--- src/mau_pkg.sv ---
`timescale 1ns / 1ps

package mau_pkg;

  // Data path width
  localparam int W = 32;

  // Modulus after reset
  localparam logic [W-1:0] MOD_RESET = W'(64'd4294967291);

  typedef enum logic [1:0] {
    CMD_ADD = 2'd0,
    CMD_SUB = 2'd1,
    CMD_MUL = 2'd2,
    CMD_DIV = 2'd3
  } cmd_t;

  // Reduction cell state: remainders build up one operand bit per cell
  typedef struct packed {
    cmd_t         cmd;
    logic [W-1:0] m;
    logic [W-1:0] xs;
    logic [W-1:0] ys;
    logic [W-1:0] rx;
    logic [W-1:0] ry;
  } red_t;

  // Per-request context carried along the multiply chains
  typedef struct packed {
    cmd_t         cmd;
    logic [W-1:0] m;
    logic [W-1:0] x;
    logic [W-1:0] y;
    logic [W-1:0] e;
    logic [W-1:0] pw;
    logic [W-1:0] quick;
    logic         flag;
  } ctx_t;

  // Multiply cell state: r accumulates a * b, b is consumed MSB first
  typedef struct packed {
    ctx_t         ctx;
    logic [W-1:0] a;
    logic [W-1:0] b;
    logic [W-1:0] r;
  } mul_t;

  // (a + b) mod m for a, b < m
  function automatic logic [W-1:0] add_mod(input logic [W-1:0] a, input logic [W-1:0] b,
                                           input logic [W-1:0] m);
    logic [W:0] s;
    s = {1'b0, a} + {1'b0, b};
    if (s >= {1'b0, m}) s = s - {1'b0, m};
    return s[W-1:0];
  endfunction

  // 1 mod m
  function automatic logic [W-1:0] one_mod(input logic [W-1:0] m);
    return (m == W'(1)) ? '0 : W'(1);
  endfunction

  function automatic ctx_t with_pw(input ctx_t c, input logic [W-1:0] p);
    ctx_t o;
    o = c;
    o.pw = p;
    return o;
  endfunction

endpackage

--- src/mau_red_cell.sv ---
`timescale 1ns / 1ps

// One restoring-division step on both operands
module mau_red_cell (
  input  logic           clk,
  input  logic           rst_n,
  input  logic           en,
  input  logic           in_v,
  input  mau_pkg::red_t  in_s,
  output logic           out_v_r,
  output mau_pkg::red_t  out_s_r
);

  logic [mau_pkg::W:0] tx;
  logic [mau_pkg::W:0] ty;
  mau_pkg::red_t       s_nxt;

  // shift in next bit, subtract modulus if it fits
  always_comb begin
    tx = {in_s.rx, in_s.xs[mau_pkg::W-1]};
    ty = {in_s.ry, in_s.ys[mau_pkg::W-1]};
    if (tx >= {1'b0, in_s.m}) tx = tx - {1'b0, in_s.m};
    if (ty >= {1'b0, in_s.m}) ty = ty - {1'b0, in_s.m};
    s_nxt    = in_s;
    s_nxt.rx = tx[mau_pkg::W-1:0];
    s_nxt.ry = ty[mau_pkg::W-1:0];
    s_nxt.xs = in_s.xs << 1;
    s_nxt.ys = in_s.ys << 1;
  end

  always_ff @(posedge clk) begin
    if (!rst_n) begin
      out_v_r <= 1'b0;
    end else if (en) begin
      out_v_r <= in_v;
    end
  end

  always_ff @(posedge clk) begin
    if (en) begin
      out_s_r <= s_nxt;
    end
  end

endmodule

--- config.mk ---
export PLATFORM = sky130hd
export DESIGN_NAME = mau_red_cell
export DESIGN_NICKNAME = d
export VERILOG_FILES = /design/src/mau_pkg.sv /design/src/mau_red_cell.sv
export SDC_FILE = /design/constraint.sdc
export NUM_CORES = 1
export LEC_CHECK = 0
export BUFFER_PORTS_ARGS = -buffer_cell sky130_fd_sc_hd__buf_2
export CAP_MARGIN = 20
export CORE_MARGIN = 2
export CORE_UTILIZATION = 45
export DETAILED_ROUTE_END_ITERATION = 10
export PLACE_DENSITY = 0.84
export SYNTH_ARGS = -nofsm -noshare
export SYNTH_HDL_FRONTEND = slang
export SYNTH_SLANG_ARGS = --single-unit
--- constraint.sdc ---
create_clock -name clk -period 5.9 [get_ports clk]
set_input_delay 0.59 -clock clk [delete_from_list [all_inputs] [get_ports clk]]
set_output_delay 0.59 -clock clk [all_outputs]
set_load 0.01 [all_outputs]
== Word level (Yosys, flattened, before mapping) ==
Cells that the tools add are included.
Cells by class
  add/subtract/negate cells: 2
  order comparisons: 2
  mux-type cells: 2
Operator list (count)
  $ge 33x32->1: 2
  $mux 32: 2
  $sub 32x32->32: 2
Storage, ports and cells
  bits in registers: 161
  bits of input ports: 166
  logic and storage cells: 13

== Logic depth before layout (Yosys ltp) ==
Gate-level depths: netlist (run 1).
  depth after elaboration: 2
  mapped depth: 13
  mapped depth without buffers: 13

== Least setup slack after synthesis (run 1) ==
No wires, ideal clock.
  path kind: input to register
  start point: input port in_s[144] (netlist name)
  end point: register out_s_r[34] (netlist name) (data pin)
  arrival time: 3.023 ns
  data required time: 5.640 ns
  setup slack: 2.617 ns
  cell stages on the path: 12
  path buffers: 1
  cell sequence: inv_1 > ha_1 > a21o_1 > nor2b_1 > a211oi_2 > nor2b_1 > nor3_2 > o31a_2 > o21ai_2 > o41ai_4 > buf_6 > mux2_4
Between the ends
  word-level cells in the longest chain between the ends: 2
Ends and longest elaborated chain
  start: declaration: RTL line mau_red_cell.sv:9  | input mau_pkg::red_t in_s,
  $ge 33x32->1: RTL line mau_red_cell.sv:22  | if (tx >= {1'b0, in_s.m}) tx = tx - {1'b0, in_s.m};
  $mux 32: RTL line mau_red_cell.sv:22
  via tx, one bit: RTL line mau_red_cell.sv:14  | logic [mau_pkg::W:0] tx;
  end signal: assignment: RTL line mau_red_cell.sv:41  | out_s_r <= s_nxt;
  end: declaration: RTL line mau_red_cell.sv:11  | output mau_pkg::red_t out_s_r
The timed path passes the listed nets, and every way through them passes these cells.
A chain may end at the register's enable or synchronous reset.

== Worst setup path in the final report (run 1) ==
  start point: input port in_s[129] (netlist name)
  end point: register out_s_r[23] (netlist name) (data pin)
Between the ends
  word-level cells in the longest chain between the ends: 2
  elaborated cells between the ends (all ways): 3
Ends and longest elaborated chain
  $sub 32x32->32 or $ge 33x32->1 (tied branches): RTL line mau_red_cell.sv:23  | if (ty >= {1'b0, in_s.m}) ty = ty - {1'b0, in_s.m};
  $mux 32 (*): RTL line mau_red_cell.sv:23
  via ty, one bit: RTL line mau_red_cell.sv:15  | logic [mau_pkg::W:0] ty;
The timed path passes the listed nets; every way through them passes the cells marked *.

==> impl_metrics.csv, run 1 <==
group,metric,value,unit
cts,cts_tree,"built",
die,num_rows,51,
synth,syn_area_per_cell,12.0,µm²
layout,fin_nets,1316,
die,dieHeight,146,µm
layout,design_area,11700,µm²
synth,async_flop_share,0,
cts,postCtsHoldBufs,0,
setup_path,r2r_cells,2,
synth,synth_edf_count,160,
cts,clk_path_buf_depth,2,
route,dr.pass1.iters,5,
power,power,3.54,mW
layout,fill_cells,1661,
global_route,grt-ovfl-total,0,
sta,timing.final.ws_setup,2300,ps
synth,synth_top_area_share,0.529,
setup_path,path_class,"in2reg",
global_route,antenna_found_initial,6,
setup_path,crit_fanout,31,
route,wirelength,25000,µm
sta,final.setup_skew,0,ps
layout,synthToLayoutAreaGrowth,28.3,%
route,wire_per_inst,18.3,µm
cts,numClockSinks,161,
power,cellLeakagePower,5.27,nW
route,vias,7211,
synth,yosysSeqAreaShare,0.531,
setup_path,rr_startpoint,"out_v_r$_SDFFE_PN0P_",
setup_path,crit_path_end,"out_s_r[23]$_DFFE_PP_",
global_route,grtUsageTotal,0.230,
synth,synth.most_common_cell,"edfxtp_1",
sta,setup_viol,0,
placement,port_buffers,326,
layout,drive_gt1_frac,0.373,
layout,multi_input_comb_area,3980,µm²
sta,final.min_clock_period,3600,ps
global_route,grt_pass1_vias,6994,
setup_path,r2r_slack,5280,ps
power,internal_power,2.55,mW
route,highest_layer,"met5",
route,routed_via_density,5.28,
synth,synthTopCellsByArea,"edfxtp_1 (53%), ha_1 (8.8%), mux2_4 (4.6%)",
power,seqPwrFrac,0.409,
cts,clk_pin_slew_worst_paths,70,ps
sta,slew_viol_final,0,
route,wl_met1,9690,µm
worst_hold_path,min_path_type,"in2reg",
global_route,grt_pass1_wl,37700,µm
sta,fmax,278,MHz
placement,dpl_cell_area,11000,µm²
synth,netlist_instances,755,
synth,ys_seq_elements,161,
synth,yosys_warnings,0,
placement,gp_congestion,0.950,
synth,synth_common_cells,"edfxtp_1 (160), ha_1 (64), nand2_1 (59), a21oi_1 (56), o21ai_0 (56)",
setup_path,crit_path_end_kind,"register",
die,coreArea,19700,µm²
placement,place_ws,1900,ps
sta,hold_ws,330,ps
sta,post-route-period-util,0.610,
cts,htree_levels,4,
power,p_switching,0.984,mW
die,die_area,21300,µm²
setup_path,critPathLaunchType,"input pin",
power,sw_frac_of_total,0.278,
sta,relSlewSlack,0.333,
cts,post_cts_resized,0,
layout,register_area,4820,µm²
sta,rsz0062_at_grt,"no",
cts,cts_inserted_buffers,17,
sta,tns,0,ps
setup_path,startpoint,"in_s[129]",
route,ant_nets,0,
cts,post_cts_buffers,0,
synth,yosysTopAreaCell,"edfxtp_1",
job,maxCapViolCount,0,
synth,ys.flop_type,"edfxtp_1",
route,drc,0,
outcome,status,"finished clean",
power,clock_power_share,0.356,
die,die_width,146,µm
route,wl_met3,2040,µm
cts,cts_root_buffer,"clkbuf_16",
placement,place_hpwl,19600,µm
cts,clk_latency,430,ps
route,route.met2.wl,12500,µm
setup_path,critPathRequiredTime,6090,ps
global_route,grt_max_degree,107,
sta,worst_pin_slew,1000,ps
power,pwr_density_cell,304,nW/µm²
setup_path,r2r-end,"out_v_r$_SDFFE_PN0P_",
synth,synth.distinct_cells,67,
die,io_pins,329,
die,floorplan.initialDensity,0.462,
route,drtIter0Drc,480,
sta,finalHoldViolCount,0,
power,peakVddDrop,0.189,mV
setup_path,cp.arrival,3780,ps
synth,syn-cell-area,9080,µm²
power,combPwrFrac,0.235,
==> power groups by stage <==
stage	Clock [mW]	Combinational [mW]	Sequential (mW)
global route	1.33	0.905	1.46
finish	1.26	0.833	1.45
floorplan	0	0.438	1.55
global placement	0	0.815	1.47
CTS	1.29	0.833	1.45
detailed placement	0	0.827	1.47
==> layout by cell type, fill, tap and decap left out, types with 10 or more instances in the layout <==
cell type	n
nand2_1	59
nand3_1	10
inv_1	47
a21oi_1	55
ha_1	64
xnor2_1	29
nor2_1	22
mux2_4	28
clkbuf_16	17
edfxtp_1	160
o21ai_0	56
nor3_1	14
xor2_1	27
a21o_1	34
buf_2	325
==> stage by stage <==
step | utilization | cells
after floorplan | - | 756
after global placement | 0.559 | 1330
after detailed placement | 0.559 | 1330
after CTS | 0.593 | 1361
after global routing | 0.593 | 1362
final | 0.593 | 1365
==> sequential cells by signal, indices dropped and copies added, names as in the netlist <==
| name | flops |
|---|---|
| out_s_r | 160 |
| out_v_r | 1 |
==> critical path: stages <==
cell and delay (ps):
buf_2 100, inv_1 180, ha_1 280, nor2b_1 130, o21a_1 180, o21ai_0 250, a21oi_1 150, o2111ai_1 360
o31ai_1 160, a21oi_4 600, buf_4 410, mux2_2 370
==> cells by family (layout without fill, tap and decap cells) <==
family / Yosys count / after routing / share of synthesized area
AO/OA/AOI/OAI: 208 / 208 / 0.147
XOR/XNOR: 56 / 56 / 0.0540
adder cells (fa/ha/maj): 66 / 66 / 0.0926
buffers and inverters: 68 / 408 / 0.0320
flip-flops: 161 / 161 / 0.531
multiplexers: 38 / 38 / 0.0580
other: 1 / 6 / 0.000413
AND/OR/NAND/NOR: 157 / 157 / 0.0851
==> layer usage <==
layer	GRT usage	vias up
met5	0	-
met4	0.0917	4
met3	0.0759	50
met2	0.395	307
met1	0.266	3355
li1	-	3495
==> layout make-up <==
class / count / area share
Tap cell: 265 / 0.0284
Inverter: 47 / 0.0151
Clock buffer: 17 / 0.0365
Clock inverter: 14 / 0.0204
Timing Repair Buffer: 330 / 0.143
Multi-Input combinational cell: 527 / 0.342
Sequential cell: 161 / 0.414
Antenna cell: 4 / 0.000859
==> how the worst min path moves through the flow <==
stage,from,cells past startpoint,to,slack [ps]
detailed placement,out_v_r$_SDFFE_PN0P_,2,out_v_r$_SDFFE_PN0P_,540
global placement,out_v_r$_SDFFE_PN0P_,2,out_v_r$_SDFFE_PN0P_,500
CTS,in_s[68],1,out_s_r[69]$_DFFE_PP_,310
finish,in_s[68],1,out_s_r[69]$_DFFE_PP_,330
floorplan,out_v_r$_SDFFE_PN0P_,2,out_v_r$_SDFFE_PN0P_,540
global route,in_s[74],1,out_s_r[75]$_DFFE_PP_,310
No activity file was read; power rests on OpenSTA's default activity.
==> run 2, diff against run 1 <==
- PLACE_DENSITY: 0.84 -> 0.87
- clock period: 5.9 -> 3.3 ns (I/O delays scaled with it)
==> impl_metrics.csv, run 2 (same netlist as run 1, synthesis figures left out) <==
group,metric,value,unit
route,drtIter0Drc,444,
setup_path,cpLargestDelayFamily,"compound AO/OA/AOI/OAI gates",
setup_path,critical_path_buf_inv_count,4,
placement,gp_congestion,0.910,
cts,postCtsHoldBufs,0,
global_route,grtUsageTotal,0.241,
sta,final.setup_skew,0,ps
placement,port_buffers,326,
layout,largest_reg_flops,160,
setup_path,cp.arrival,3180,ps
placement,place_ws,-93.4,ps
setup_path,worst_path_largest_cell_delay,360,ps
power,peakVddDrop,0.374,mV
cts,htree_levels,4,
global_route,grt_pass1_wl,39600,µm
die,num_rows,51,
route,routed_via_density,5.24,
sta,worst_pin_slew,734,ps
die,io_pins,329,
power,cellLeakagePower,5.47,nW
job,maxCapViolCount,0,
setup_path,path_class,"in2reg",
layout,drive_gt1_frac,0.400,
layout,fill_cells,1601,
placement,place_hpwl,20900,µm
route,vias,7416,
power,sw_frac_of_total,0.304,
setup_path,cp_common_cell,"nor3_2",
sta,hold_ws,55.8,ps
die,die_area,21300,µm²
sta,rsz0062_at_grt,"no",
cts,clk_path_buf_depth,2,
sta,slew_viol_final,0,
layout,layout_common_cells,"buf_2 (325), edfxtp_1 (160), ha_1 (64), nand2_1 (59), o21ai_0 (56)",
placement,place_inst,1379,
sta,post-route-period-util,0.903,
die,dieHeight,146,µm
layout,largest_register,"out_s_r",
power,combPwrFrac,0.259,
cts,clk_pin_slew_worst_paths,70,ps
cts,post_cts_resized,0,
route,wirelength,26200,µm
cts,cts_root_buffer,"clkbuf_16",
sta,finalHoldViolCount,0,
sta,setup_viol,0,
layout,layout.cells.non_filler,1415,
global_route,grt_max_degree,79,
power,internal_power,4.28,mW
layout,final_core_util,0.609,
die,die_width,146,µm
sta,fmax,336,MHz
setup_path,crit_path_end_kind,"register",
setup_path,r2r_slack,2700,ps
cts,numClockSinks,161,
layout,final_common_cell,"buf_2",
setup_path,cp_slowest_cell,"ha_1",
worst_hold_path,min_path_type,"in2reg",
outcome,status,"finished clean",
power,clock_power_share,0.320,
sta,final.min_clock_period,2980,ps
route,ant_nets,0,
die,coreArea,19700,µm²
setup_path,cp_cell_sequence,"buf_2 > inv_1 > ha_1 > a21oi_1 > nor3_1 > nor3_2 > a21oi_2 > nor3_2 > o31a_2 > o21ai_2 > o41ai_4 > buf_4 > buf_12 > mux2_4",
sta,timing.final.ws_setup,320,ps
setup_path,critPathLaunchType,"input pin",
setup_path,crit_fanout,14,
route,dr.pass1.iters,5,
route,drc,0,
die,floorplan.initialDensity,0.462,
global_route,antenna_found_initial,4,
global_route,grt_pass1_vias,7431,
power,pwr_density_cell,514,nW/µm²
cts,cts_tree,"built",
setup_path,critPathRequiredTime,3500,ps
cts,clk_latency,440,ps
power,p_switching,1.87,mW
sta,tns,0,ps
layout,largest_registers,"out_s_r x160, out_v_r x1",
layout,fin_nets,1365,
layout,synthToLayoutAreaGrowth,31.8,%
sta,relSlewSlack,0.511,
route,wire_per_inst,18.5,µm
cts,cts_inserted_buffers,17,
cts,post_cts_buffers,0,
global_route,grt-ovfl-total,0,
power,seqPwrFrac,0.421,
-- run 2: cell types whose count changed in the layout (fill, tap and decap cells not counted) --
cell / before / now
buf_12: 0 / 2
buf_4: 4 / 51
bufinv_16: 5 / 0
clkinv_1: 0 / 1
clkinv_4: 0 / 1
clkinv_8: 0 / 3
inv_6: 4 / 5
-- run 2: power by group through the flow --
stage	clock [mW]	sequential (mW)	combinational, mW
5_1_grt	2.06	2.61	1.73
3_5_place_dp	0	2.63	1.58
6_report	1.97	2.59	1.59
3_3_place_gp	0	2.63	1.55
2_1_floorplan	0	2.77	0.784
4_1_cts	1.98	2.59	1.59
-- run 2: layer usage --
| layer | up-vias | wire (µm) | GRT usage |
|---|---|---|---|
| met2 | 275 | 13500 | 0.442 |
| met5 | - | 0 | 0 |
| li1 | 3609 | - | - |
| met3 | 42 | 1770 | 0.0631 |
| met1 | 3490 | 10400 | 0.273 |
| met4 | 0 | 596 | 0.0816 |
-- run 2: path summary, 6_finish.rpt --
check                           cells after the start                     end            startpoint
worst max-delay path                               14   out_s_r[45]$_DFFE_PP_             in_s[134]
worst min-delay path                                1  out_s_r[161]$_DFFE_PP_             in_s[161]
worst max register to register                      2    out_v_r$_SDFFE_PN0P_  out_v_r$_SDFFE_PN0P_
worst min register to register                      2    out_v_r$_SDFFE_PN0P_  out_v_r$_SDFFE_PN0P_
-- run 2: layout make-up --
type	count	area, µm²	share of cell area
diodes	4	10.0	0.000836
clock buffers	17	425	0.0355
clock inverters	15	158	0.0132
inverters	47	176	0.0147
flip-flops and latches	161	4820	0.403
multi-input cells	527	3980	0.333
well taps	265	332	0.0277
repair buffers	379	2060	0.172
-- run 2: stage by stage --
stage                     power [mW]  cell area, µm²
after floorplan                 3.55            9080
after global placement          4.18           11400
after detailed placement        4.21           11400
after CTS                       6.17           12000
after global routing            6.40           12000
final                           6.15           12000
